==> config.mk <==
export PLATFORM = sky130hd
export DESIGN_NAME = ncpd_scan
export DESIGN_NICKNAME = d
export VERILOG_FILES = /design/src/sv/ncpd_pkg.sv /design/src/sv/ncpd_scan.sv
export SDC_FILE = /design/constraint.sdc
export NUM_CORES = 1
export LEC_CHECK = 0
export ABC_AREA = 1
export BUFFER_PORTS_ARGS = -buffer_cell sky130_fd_sc_hd__buf_2
export CORE_AREA = 3 3 187 189
export CTS_CLUSTER_DIAMETER = 40
export DETAILED_ROUTE_END_ITERATION = 10
export DIE_AREA = 0 0 190 192
export PLACE_DENSITY = 0.58
export SLEW_MARGIN = 0
export SYNTH_ARGS = -nofsm -noshare
export SYNTH_HDL_FRONTEND = slang
export SYNTH_SLANG_ARGS = --single-unit
==> constraint.sdc <==
create_clock -name clock -period 6.99 [get_ports clock]
set_clock_uncertainty 0.1 [all_clocks]
set_input_delay 0.699 -clock clock [delete_from_list [all_inputs] [get_ports clock]]
set_output_delay 0.699 -clock clock [all_outputs]
set_load 0.05 [all_outputs]
==> src/sv/ncpd_pkg.sv <==
`timescale 1ns / 1ps
`default_nettype none
package ncpd_pkg;

   // command codes of the request channel
   localparam logic CMD_WRITE  = 1'b0;
   localparam logic CMD_SEARCH = 1'b1;

   // scan coordinates span center - 63 .. center + 62, so 9 bits signed
   typedef logic signed [8:0] coord_type;
   // squared distance, at most 2 * 63 * 63
   typedef logic [12:0] sq_dist_type;
   // squared radius, at most 63 * 63
   typedef logic [11:0] rad2_type;

   typedef struct packed {
      logic        vld;     // a scan point is presented this cycle
      logic        last;    // last point of the window
      logic        cand;    // inside frame, off row/column 0, inside disk
      coord_type   row;
      coord_type   col;
      sq_dist_type sq_dist;
   } point_type;

endpackage
`default_nettype wire

==> src/sv/ncpd_scan.sv <==
`timescale 1ns / 1ps
`default_nettype none
module ncpd_scan
   import ncpd_pkg::*;
#(
   parameter int FRAME_WIDTH  = 128,
   parameter int FRAME_HEIGHT = 128
) (
   input  wire logic                                         clock,
   input  wire logic                                         reset,
   input  wire logic                                         start,
   input  wire logic [6:0]                                   pos_x,
   input  wire logic [6:0]                                   pos_y,
   input  wire logic [5:0]                                   radius,
   output point_type                                         pt,
   output logic [$clog2(FRAME_WIDTH*FRAME_HEIGHT)-1:0]       addr
);

   localparam int AddrW = $clog2(FRAME_WIDTH * FRAME_HEIGHT);

   logic      run_ff, run_in;
   coord_type row_ff, row_in;
   coord_type col_ff, col_in;
   coord_type col_first_ff;
   coord_type row_last_ff;
   coord_type col_last_ff;
   coord_type px_ff;
   coord_type py_ff;
   rad2_type  r2_ff;

   coord_type        dx, dy;
   logic signed [17:0] dx_sq, dy_sq;
   sq_dist_type      sq_dist;
   logic             in_frame;
   logic             last;
   logic [31:0]      addr_full;

   // window corner and end points for a new search
   coord_type start_row, start_col, end_row, end_col;

   always_comb begin
      start_row = coord_type'({2'b00, pos_y}) - coord_type'({3'b000, radius});
      start_col = coord_type'({2'b00, pos_x}) - coord_type'({3'b000, radius});
      end_row   = coord_type'({2'b00, pos_y}) + coord_type'({3'b000, radius}) - 9'sd1;
      end_col   = coord_type'({2'b00, pos_x}) + coord_type'({3'b000, radius}) - 9'sd1;
   end

   always_comb begin
      dx      = px_ff - col_ff;
      dy      = py_ff - row_ff;
      dx_sq   = 18'(dx) * 18'(dx);
      dy_sq   = 18'(dy) * 18'(dy);
      sq_dist = {1'b0, dx_sq[11:0]} + {1'b0, dy_sq[11:0]};
      in_frame = (row_ff > 9'sd0) && (int'(row_ff) < FRAME_HEIGHT) &&
                 (col_ff > 9'sd0) && (int'(col_ff) < FRAME_WIDTH);
      last  = (row_ff == row_last_ff) && (col_ff == col_last_ff);
      addr_full = 32'(int'(row_ff) * FRAME_WIDTH + int'(col_ff));
   end

   always_comb begin
      pt.vld     = run_ff;
      pt.last    = last;
      pt.cand    = run_ff && in_frame && (sq_dist <= {1'b0, r2_ff});
      pt.row     = row_ff;
      pt.col     = col_ff;
      pt.sq_dist = sq_dist;
      addr       = addr_full[AddrW-1:0];
   end

   // raster walk over the window
   always_comb begin
      run_in = run_ff;
      row_in = row_ff;
      col_in = col_ff;
      if (start) begin
         run_in = 1'b1;
         row_in = start_row;
         col_in = start_col;
      end else if (run_ff) begin
         if (col_ff == col_last_ff) begin
            col_in = col_first_ff;
            row_in = row_ff + 9'sd1;
            if (row_ff == row_last_ff) begin
               run_in = 1'b0;
            end
         end else begin
            col_in = col_ff + 9'sd1;
         end
      end
   end

   always_ff @(posedge clock) begin
      if (reset) begin
         run_ff <= 1'b0;
      end else begin
         run_ff <= run_in;
      end
   end

   always_ff @(posedge clock) begin
      row_ff <= row_in;
      col_ff <= col_in;
      if (start) begin
         col_first_ff <= start_col;
         row_last_ff  <= end_row;
         col_last_ff  <= end_col;
         px_ff        <= coord_type'({2'b00, pos_x});
         py_ff        <= coord_type'({2'b00, pos_y});
         r2_ff        <= rad2_type'({6'b0, radius} * {6'b0, radius});
      end
   end

endmodule
`default_nettype wire
=== Word level (Yosys, flattened, before mapping) ===
Index checks and enable logic that the tools add are counted.

* $add $sub $neg: 12
* Multiply operators: 3
* Eq/ne operators: 2
* Reduce and logical (&&, ||, !) cells: 9
* Multiplexer cells: 10
* Magnitude comparators: 5

{| class="wikitable"
|+ Operators with widths
! kind !! count
|-
| $mux 9 || 6
|-
| $mul 9x9->12 || 2
|-
| $add 9x2->9 const B || 2
|-
| $eq 9x9->1 || 2
|-
| $gt 9x1->1 const B || 2
|-
| $lt 9x9->1 const B || 2
|-
| $sub 8x1->9 const B || 2
|-
| $sub 8x9->9 || 2
|-
| $add 7x6->8 || 2
|-
| $sub 7x6->8 || 2
|-
| $add 14x9->14 || 1
|-
| $add 12x12->13 || 1
|-
| $le 13x12->1 || 1
|-
| $mul 6x6->12 || 1
|-
| $logic_and 1x1->1 || 6
|-
| $mux 1 || 4
|-
| $reduce_bool 2->1 || 2
|-
| $reduce_and 2->1 || 1
|}

* Bits of input ports: 23
* Register bits after elaboration: 72
* Logic and storage cells: 50
* Output and inout port bits: 48

=== Depth between registers and ports, before layout ===
Gate-level depths: netlist of the first run.

* Depth after elaboration: 6
* Depth in mapped cells: 43

=== Worst setup path after synthesis of the first run ===
OpenSTA, ideal clock, no wires.

* Path type: reg-to-output
* Start: register row_ff[1]
* End: output pt[31] in the netlist's numbering
* Arrival time: 8.362 ns
* Path buffers: 0
* Stages on the path, launching flop included: 36
* Required time: 6.191 ns
* Path slack: -2.171 ns
* Cell sequence: edfxtp_1 -> inv_1 -> fa_1 -> nand2_1 -> nand3_1 -> o21ai_0 -> or2_2 -> nand2_1 -> nand2_1 -> nand2_2 -> nor2_1 -> inv_1 -> fa_1 -> fa_1 -> inv_1 -> fa_1 -> fa_1 -> inv_1 -> fa_1 -> inv_1 -> ha_1 -> inv_1 -> xor2_1 -> inv_1 -> ha_1 -> xnor2_1 -> ha_1 -> nand2_1 -> nor2_1 -> nor2_1 -> nand3_1 -> nand2_1 -> nand2_1 -> nand2_1 -> nand2_1 -> a21oi_1

{| class="wikitable"
|+ RTL lines
! what !! RTL line !! RTL
|-
| from (decl) || ncpd_scan.sv:22 || <nowiki>coord_type row_ff, row_in;</nowiki>
|-
| from (signal assigned) || ncpd_scan.sv:101 || <nowiki>row_ff <= row_in;</nowiki>
|-
| to (decl) || ncpd_scan.sv:15 || <nowiki>output point_type pt,</nowiki>
|}

==> results of run 1 <==
per-layer routing:
| layer | share of wire, % | vias to the layer above | GRT usage, % |
|---|---|---|---|
| met1 | 48 | 3837 | 19.2 |
| li1 | - | 4200 | - |
| met5 | 0 | - | 0 |
| met3 | 2.8 | 24 | 1.15 |
| met4 | 1.4 | 0 | 3.10 |
| met2 | 48 | 127 | 24.8 |
critical path, delay by kind of cell, from the launching register on:
kind	cells	cell delay, ns
compound gates	4	0.48
xor+xnor	2	0.35
fa+ha+maj	10	3.72
buf+inv	11	0.75
flops	1	0.36
simple gates	14	1.31
area by class of cell:
type / count / area [µm²] / area share, %
clock buffers: 10 / 229 / 1.73
clock inverters: 6 / 62.6 / 0.472
inverters: 290 / 1100 / 8.26
multi-input cells: 788 / 7110 / 53.6
flip-flops and latches: 70 / 2090 / 15.8
well taps: 448 / 561 / 4.23
repair buffers: 284 / 2120 / 16.0
state kept, by name (all words and copies together) (netlist names):
name	cells
py_ff	7
row_ff	9
run_ff	1
row_last_ff	9
px_ff	7
col_ff	9
col_first_ff	8
col_last_ff	9
r2_ff	11
repair_timing:
item,CTS,global route
setup endpoints to repair,8,8
endpoints found under the hold margin,0,0
gates resized for setup,81,89
setup buffers,33,18
pin swaps,59,57
cell usage after synthesis, drive strengths merged (6+ instances only):
master / n / area share, %
o21ai: 29 / 1.5
clkbuf: 6 / 0.28
edfxtp: 69 / 21
a21oi: 45 / 2.3
nor2: 87 / 3.4
xnor2: 25 / 2.3
buf: 12 / 0.92
xor2: 66 / 6.0
nand3: 67 / 3.5
ha: 144 / 19
nand3b: 10 / 0.78
o21bai: 8 / 0.62
inv: 288 / 11
nor3: 12 / 0.62
fa: 78 / 16
nand2: 175 / 6.9
nand4: 12 / 0.78
stage by stage:
stage          hold WS (ns)  TNS, ns  std cells  worst slack [ns]
2_1_floorplan         0.461    -2.27       1166             -1.21
5_1_grt               0.478    -5.63       1896             -1.45
3_3_place_gp          0.512    -1.73       1836            -0.893
6_report              0.480    -3.72       1896             -1.13
4_1_cts               0.469    -4.03       1883             -1.14
3_5_place_dp          0.517    -2.28       1836             -1.03
cells by family after synthesis:
| group | Yosys count | synth area share, % |
|---|---|---|
| flops | 70 | 21.6 |
| fa+ha+maj | 222 | 34.8 |
| xor+xnor | 91 | 8.24 |
| compound gates | 103 | 6.07 |
| buf+inv | 308 | 12.5 |
| simple gates | 372 | 16.8 |
cells in the final DEF, fill, tap and decap left out, drive strengths merged, types with 2 or more instances in the layout:
cell      count
o22ai         2
a22oi         2
xnor2        25
nor2         87
nand3b       10
edfxtp       69
nand3        67
a21o          5
inv         288
fa           78
xor2         66
or2           4
nand2       175
buf         284
a32o          2
nand4        12
clkinv        5
o211ai        2
nor4          5
clkinvlp      2
ha          144
clkbuf       10
a21oi        45
a31oi         5
nor3         12
o21bai        8
o21ai        29
worst min path at each step:
stage,from,to,slack [ns],cells after the start
3_5_place_dp,col_first_ff[3]$_DFFE_PP_,col_ff[3]$_DFFE_PP_,0.52,3
5_1_grt,pos_y[5],py_ff[5]$_DFFE_PP_,0.48,1
6_report,pos_y[5],py_ff[5]$_DFFE_PP_,0.48,1
3_3_place_gp,col_first_ff[4]$_DFFE_PP_,col_ff[4]$_DFFE_PP_,0.51,3
2_1_floorplan,run_ff$_SDFF_PP0_,run_ff$_SDFF_PP0_,0.46,4
4_1_cts,pos_y[5],py_ff[5]$_DFFE_PP_,0.47,1
==> flow_summary.toml, run 1 <==
[yosys]
synth-async-reset-ratio_pct = 0
synth_cells = 1166
synth_area_um2 = 9670
synth_nets = 1411
ys.flop_type = "edfxtp_1"
yosysWarnings = 0
ys_ff_latch = 70
syn_avg_cell_area_um2 = 8.29
synth_edf_count = 69
synth_cell_type_count = 38
ys_seq_area_share_pct = 21.6

[final_layout]
syn_to_final_growth_pct = 37.2
diodes = 0
fill_cells = 3319
fin_nets = 1688
fin_area_um2 = 13300
drive_gt1_share_pct = 30.9
fin_util_pct = 39.7

[setup_path]
endpoint_kind = "primary output"
path_class = "reg -> out"
crit_slowest_cell = "fa_1"
r2r_cells = 7
cpMostUsedCell = "inv_2"
slowest_delay_ns = 0.51
crit_path_start = "py_ff[0]$_DFFE_PP_"
reg2reg_to = "row_ff[3]$_DFFE_PP_"
crit_path_end = "pt[31]"
crit_fanout = 4
cp.required_ns = 6.19
crit_path_start_kind = "flip-flop"
rr_startpoint = "col_ff[1]$_DFFE_PP_"
arrival_ns = 7.32
rrSetupSlack_ns = 4.00

[timing]
finalHoldViolCount = 0
fmax_mhz = 123
timing.final.ws_setup_ns = -1.13
finalMaxSlewViolations = 0
worstMarginPinSlew_ns = 0.894
min_period_ns = 8.12
period_share_pct = 116
setup_viol = 6
maxSlewHeadroom_pct = 40.0
rsz0062_at_grt = "true"

[clock_network]
root_buffer = "clkbuf_16"
cts_tree = "built"
clkSinkCount = 70
cts_inserted_buffers = 9
htreeDepth = 3
insertion_delay_ns = 0.33
cts_buffer_depth = 2
path_clk_slew_ns = 0.06
postCtsHoldBufs = 0

[flow_run]
maxCapViolCount = 0

[grt]
grt_max_degree = 60
antenna_found_initial = 0
grt_pass1_wl_um = 41400
grtUsageTotal_pct = 14.2
grt_pass1_vias = 8345
grt-ovfl-total = 0

[drt]
wl_per_cell_um = 13.6
vias = 8188
vias_per_cell = 4.32
drc = 0
drt-pass1-iter-count = 5
drt_iter0_drc = 431
drtAntennaViolNets = 0
wl_um = 25700

[floorplan]
core_um2 = 33400
rows = 67
die_h_um = 192
io_pins = 71
die_w_um = 190
die_area_um2 = 36500
start_util_pct = 28.9

[place]
gp_congestion = 0.834
place_hpwl_um = 21400
placed_cell_area_um2 = 12000
io_buffers = 70

[outcome]
violations = "setup timing"
status = "complete, but fails checks"

[min_path]
hp-class = "in -> reg"
Power of run 1 is left out: the tool's default activity adds up to more than one toggle a clock period on the data nets, which glitch-free logic cannot reach.
==> run 2: changes to the inputs <==
--- a/config.mk
+++ b/config.mk
@@ -6,12 +6,12 @@
 export NUM_CORES = 1
 export LEC_CHECK = 0
 export ABC_AREA = 1
-export BUFFER_PORTS_ARGS = -buffer_cell sky130_fd_sc_hd__buf_2
 export CORE_AREA = 3 3 187 189
 export CTS_CLUSTER_DIAMETER = 40
 export DETAILED_ROUTE_END_ITERATION = 10
 export DIE_AREA = 0 0 190 192
-export PLACE_DENSITY = 0.58
+export DONT_BUFFER_PORTS = 1
+export PLACE_DENSITY = 0.56
 export SLEW_MARGIN = 0
 export SYNTH_ARGS = -nofsm -noshare
 export SYNTH_HDL_FRONTEND = slang
==> flow_summary.toml, run 2 (synthesized netlist as in run 1, its figures left out) <==
[timing]
fmax_mhz = 122
min_period_ns = 8.17
finalMaxSlewViolations = 0
maxSlewHeadroom_pct = 24.7
period_share_pct = 117
timing.final.ws_setup_ns = -1.18
rsz0062_at_grt = "true"
worstMarginPinSlew_ns = 1.12
setup_viol = 5
finalHoldViolCount = 0

[place]
gp_congestion = 0.841
placed_cell_area_um2 = 11800
io_buffers = 0
dp_slack_ns = -0.967
place_hpwl_um = 21400

[grt]
antenna_found_initial = 0
grtUsageTotal_pct = 14.0
grt_max_degree = 66
grt_pass1_wl_um = 40800
grt-ovfl-total = 0
grt_pass1_vias = 8094

[setup_path]
cp.required_ns = 6.19
r2r_cells = 10
crit_path_start_kind = "flip-flop"
endpoint_kind = "primary output"
slowest_delay_ns = 0.51
arrival_ns = 7.37
path_class = "reg -> out"
cpMostUsedCell = "inv_2"
crit_fanout = 4
crit_slowest_cell = "fa_1"

[final_layout]
fin_nets = 1614
largest_register_ffs = 11
multiInputGateArea_um2 = 7050
final_common_cell = "inv_1"
diodes = 0
drive_gt1_share_pct = 27.0
fill_cells = 3375
fin_area_um2 = 12700
regMostFlops = "r2_ff"
syn_to_final_growth_pct = 31.8
fin_util_pct = 38.1
layout_common_cells = "261 x inv_1, 194 x buf_4, 150 x nand2_1, 126 x ha_1"
regArea_um2 = 2090

[floorplan]
rows = 67
die_w_um = 190
io_pins = 71
die_area_um2 = 36500
start_util_pct = 28.9
die_h_um = 192
core_um2 = 33400

[min_path]
hold-path-cell-count = 0
hp-class = "in -> reg"

[flow_run]
maxCapViolCount = 0

[drt]
drt-pass1-iter-count = 5
vias = 8013
wl_per_cell_um = 13.7
vias_per_cell = 4.40
drt_iter0_drc = 347
drtAntennaViolNets = 0
wl_um = 25000
drc = 0

[clock_network]
cts_inserted_buffers = 9
insertion_delay_ns = 0.33
htreeDepth = 3
clkSinkCount = 70
root_buffer = "clkbuf_16"
path_clk_slew_ns = 0.06
postCtsHoldBufs = 0
cts_buffer_depth = 2
cts_tree = "built"

[outcome]
status = "complete, but fails checks"
violations = "setup timing"
==> run 2: changes by cell type in the layout (fill, tap and decap cells not counted), moves of 3 or more <==
cell	change
buf_2	-62
buf_6	-11
nor2_2	+7
inv_2	-6
inv_1	+5
nor2_4	-5
nand3_1	-4
nand3_2	+3
xor2_4	-3
==> run 2: stage by stage <==
stage | hold slack, ns | cells | TNS [ns]
global placement | 0.506 | 1781 | -1.36
finish | 0.364 | 1822 | -2.97
CTS | 0.351 | 1815 | -2.87
floorplan | 0.461 | 1166 | -2.27
global route | 0.347 | 1822 | -4.76
detailed placement | 0.513 | 1781 | -1.81
==> run 2: timing repair <==
action	in CTS	in global routing
setup buffers	19	14
resized for setup	84	58
endpoints found under the setup margin	7	8
pin swaps	62	74
==> run 2: worst paths after layout <==
path	start	end	slack [ns]
setup / recovery	py_ff[0]$_DFFE_PP_	pt[31]	-1.18
hold / removal	pos_x[6]	px_ff[6]$_DFFE_PP_	0.36
setup reg to reg	col_ff[0]$_DFFE_PP_	run_ff$_SDFF_PP0_	3.83
hold reg to reg	col_first_ff[4]$_DFFE_PP_	col_ff[4]$_DFFE_PP_	0.52
==> run 2: per-layer routing <==
metal | vias up | share of wire [%] | GRT usage (%) | wire [µm]
met4 | 0 | 2.9 | 4.52 | 731
met2 | 130 | 46 | 22.7 | 11400
met5 | - | 0 | 0 | 0
li1 | 4052 | - | - | -
met3 | 34 | 4.3 | 2.23 | 1070
met1 | 3797 | 47 | 19.0 | 11800
==> run 2: final cells by class <==
cell class                 count  area share (%)
multi-input combinational    788            55.3
inverter                     290            8.62
sequential                    70            16.4
clock inverter                 4           0.373
tap                          448            4.40
clock buffer                  12            1.86
timing repair buffer         210            13.0
==> run 2: critical path, delay by kind of cell, from the launching register on <==
family                     cells  cell delay (ns)
adders and majority gates     10             3.87
DFF                            1             0.35
and+or+nand+nor               12             1.13
buffers and inverters         12             0.74
AOI/OAI and AO/OA              5             0.59
xor gates and xnor gates       2             0.34
Power of run 2 is left out for the same reason.
==> run 3: changes to the inputs <==
--- a/config.mk
+++ b/config.mk
@@ -6,7 +6,9 @@
 export NUM_CORES = 1
 export LEC_CHECK = 0
 export ABC_AREA = 1
+export CAP_MARGIN = 20
 export CORE_AREA = 3 3 187 189
+export CTS_BUF_LIST = sky130_fd_sc_hd__clkbuf_8
 export CTS_CLUSTER_DIAMETER = 40
 export DETAILED_ROUTE_END_ITERATION = 10
 export DIE_AREA = 0 0 190 192
==> flow_summary.toml, run 3 (synthesized netlist as in run 1, its figures left out) <==
[outcome]
status = "complete, but fails checks"
violations = "setup timing"

[setup_path]
crit_path_start_kind = "flip-flop"
path_class = "reg -> out"
cpMostUsedCell = "inv_2"
arrival_ns = 7.39
cp.required_ns = 6.19
crit_fanout = 4
r2r_cells = 10
endpoint_kind = "primary output"
crit_path_end = "pt[31]"
reg2reg_to = "run_ff$_SDFF_PP0_"
crit_path_start = "py_ff[0]$_DFFE_PP_"
rrSetupSlack_ns = 3.84
crit_slowest_cell = "fa_1"
rr_startpoint = "col_ff[0]$_DFFE_PP_"
slowest_delay_ns = 0.51

[grt]
grt-ovfl-total = 0
grtUsageTotal_pct = 14.0
grt_max_degree = 66
antenna_found_initial = 0
grt_util_met1_pct = 19.0
grt_pass1_wl_um = 40800
grt_use_met2_pct = 22.8
grt_busiest_layer = "met2"
globalRouteMet3Util_pct = 2.15
grt_pass1_vias = 8085

[place]
place_hpwl_um = 21400
dp.cells = 1781
gp_congestion = 0.841
io_buffers = 0
placed_cell_area_um2 = 11800

[clock_network]
cts_tree = "built"
postCtsHoldBufs = 0
root_buffer = "clkbuf_8"
path_clk_slew_ns = 0.08
htreeDepth = 3
insertion_delay_ns = 0.34
cts_buffer_depth = 2
clkSinkCount = 70
cts_inserted_buffers = 9

[drt]
drc = 0
drt_iter0_drc = 399
wl_per_cell_um = 13.7
drtAntennaViolNets = 0
wl_um = 25000
vias = 7976
vias_per_cell = 4.38
drt-pass1-iter-count = 5

[final_layout]
fin_nets = 1614
regMostFlops = "r2_ff"
diodes = 0
largest_register_ffs = 11
drive_gt1_share_pct = 27.1
final_cells = 1822
fin_area_um2 = 12700
fin_util_pct = 37.9
syn_to_final_growth_pct = 30.9
regArea_um2 = 2090
fill_cells = 3399
layout_common_cells = "264 x inv_1, 194 x buf_4, 150 x nand2_1, 126 x ha_1"
multiInputGateArea_um2 = 7070
final_common_cell = "inv_1"

[floorplan]
die_area_um2 = 36500
start_util_pct = 28.9
io_pins = 71
core_um2 = 33400
rows = 67
die_h_um = 192
die_w_um = 190

[flow_run]
maxCapViolCount = 0

[timing]
maxSlewHeadroom_pct = 25.4
whs_ns = 0.344
worstMarginPinSlew_ns = 1.11
setup_viol = 5
timing.final.ws_setup_ns = -1.20
rsz0062_at_grt = "true"
min_period_ns = 8.19
finalMaxSlewViolations = 0
fmax_mhz = 122
period_share_pct = 117
finalHoldViolCount = 0

[min_path]
hp-class = "in -> reg"
hp-start = "pos_x[6]"
## run 3: cell count changes in the layout (fill, tap and decap cells not counted), sizes merged
cell and change:
inv +3, clkbuf -3
## run 3: what timing repair did
item,in CTS,in global routing
gates resized for setup,84,60
endpoints found under the setup margin,8,8
setup buffers,19,14
pin swaps,62,74
## run 3: critical path: cells and delay by family (launching register included)
family | cells | cell delay (ns)
compound gates | 5 | 0.59
buf+inv | 12 | 0.75
xor+xnor | 2 | 0.34
fa+ha+maj | 10 | 3.87
flops | 1 | 0.36
simple gates | 12 | 1.13
## run 3: metrics by stage
step / TNS [ns] / worst slack (ns)
4_1_cts: -3.04 / -1.18
2_1_floorplan: -2.27 / -1.21
5_1_grt: -4.89 / -1.55
3_5_place_dp: -1.81 / -0.967
6_report: -3.03 / -1.20
3_3_place_gp: -1.36 / -0.834
## run 3: cell type report
cell class                      count  share of cell area (%)
Multi-Input combinational cell    788                    55.8
Clock inverter                      7                   0.464
Sequential cell                    70                    16.5
Clock buffer                        9                   0.978
Timing Repair Buffer              210                    13.1
Inverter                          290                    8.68
Tap cell                          448                    4.43
## run 3: worst min-delay path by stage
stage | endpoint | slack [ns] | depth (start not counted)
after floorplan | run_ff$_SDFF_PP0_ | 0.46 | 4
after global placement | col_ff[3]$_DFFE_PP_ | 0.51 | 3
after detailed placement | col_ff[4]$_DFFE_PP_ | 0.51 | 3
after CTS | px_ff[6]$_DFFE_PP_ | 0.32 | 0
after global routing | px_ff[6]$_DFFE_PP_ | 0.32 | 0
final | px_ff[6]$_DFFE_PP_ | 0.34 | 0
## run 3: layer usage
layer  wire length [µm]  vias to the layer above
met5                  0                        -
li1                   -                     4046
met1              11700                     3758
met4                668                        0
met2              11400                      142
met3               1160                       30
Power of run 3 is left out for the same reason.
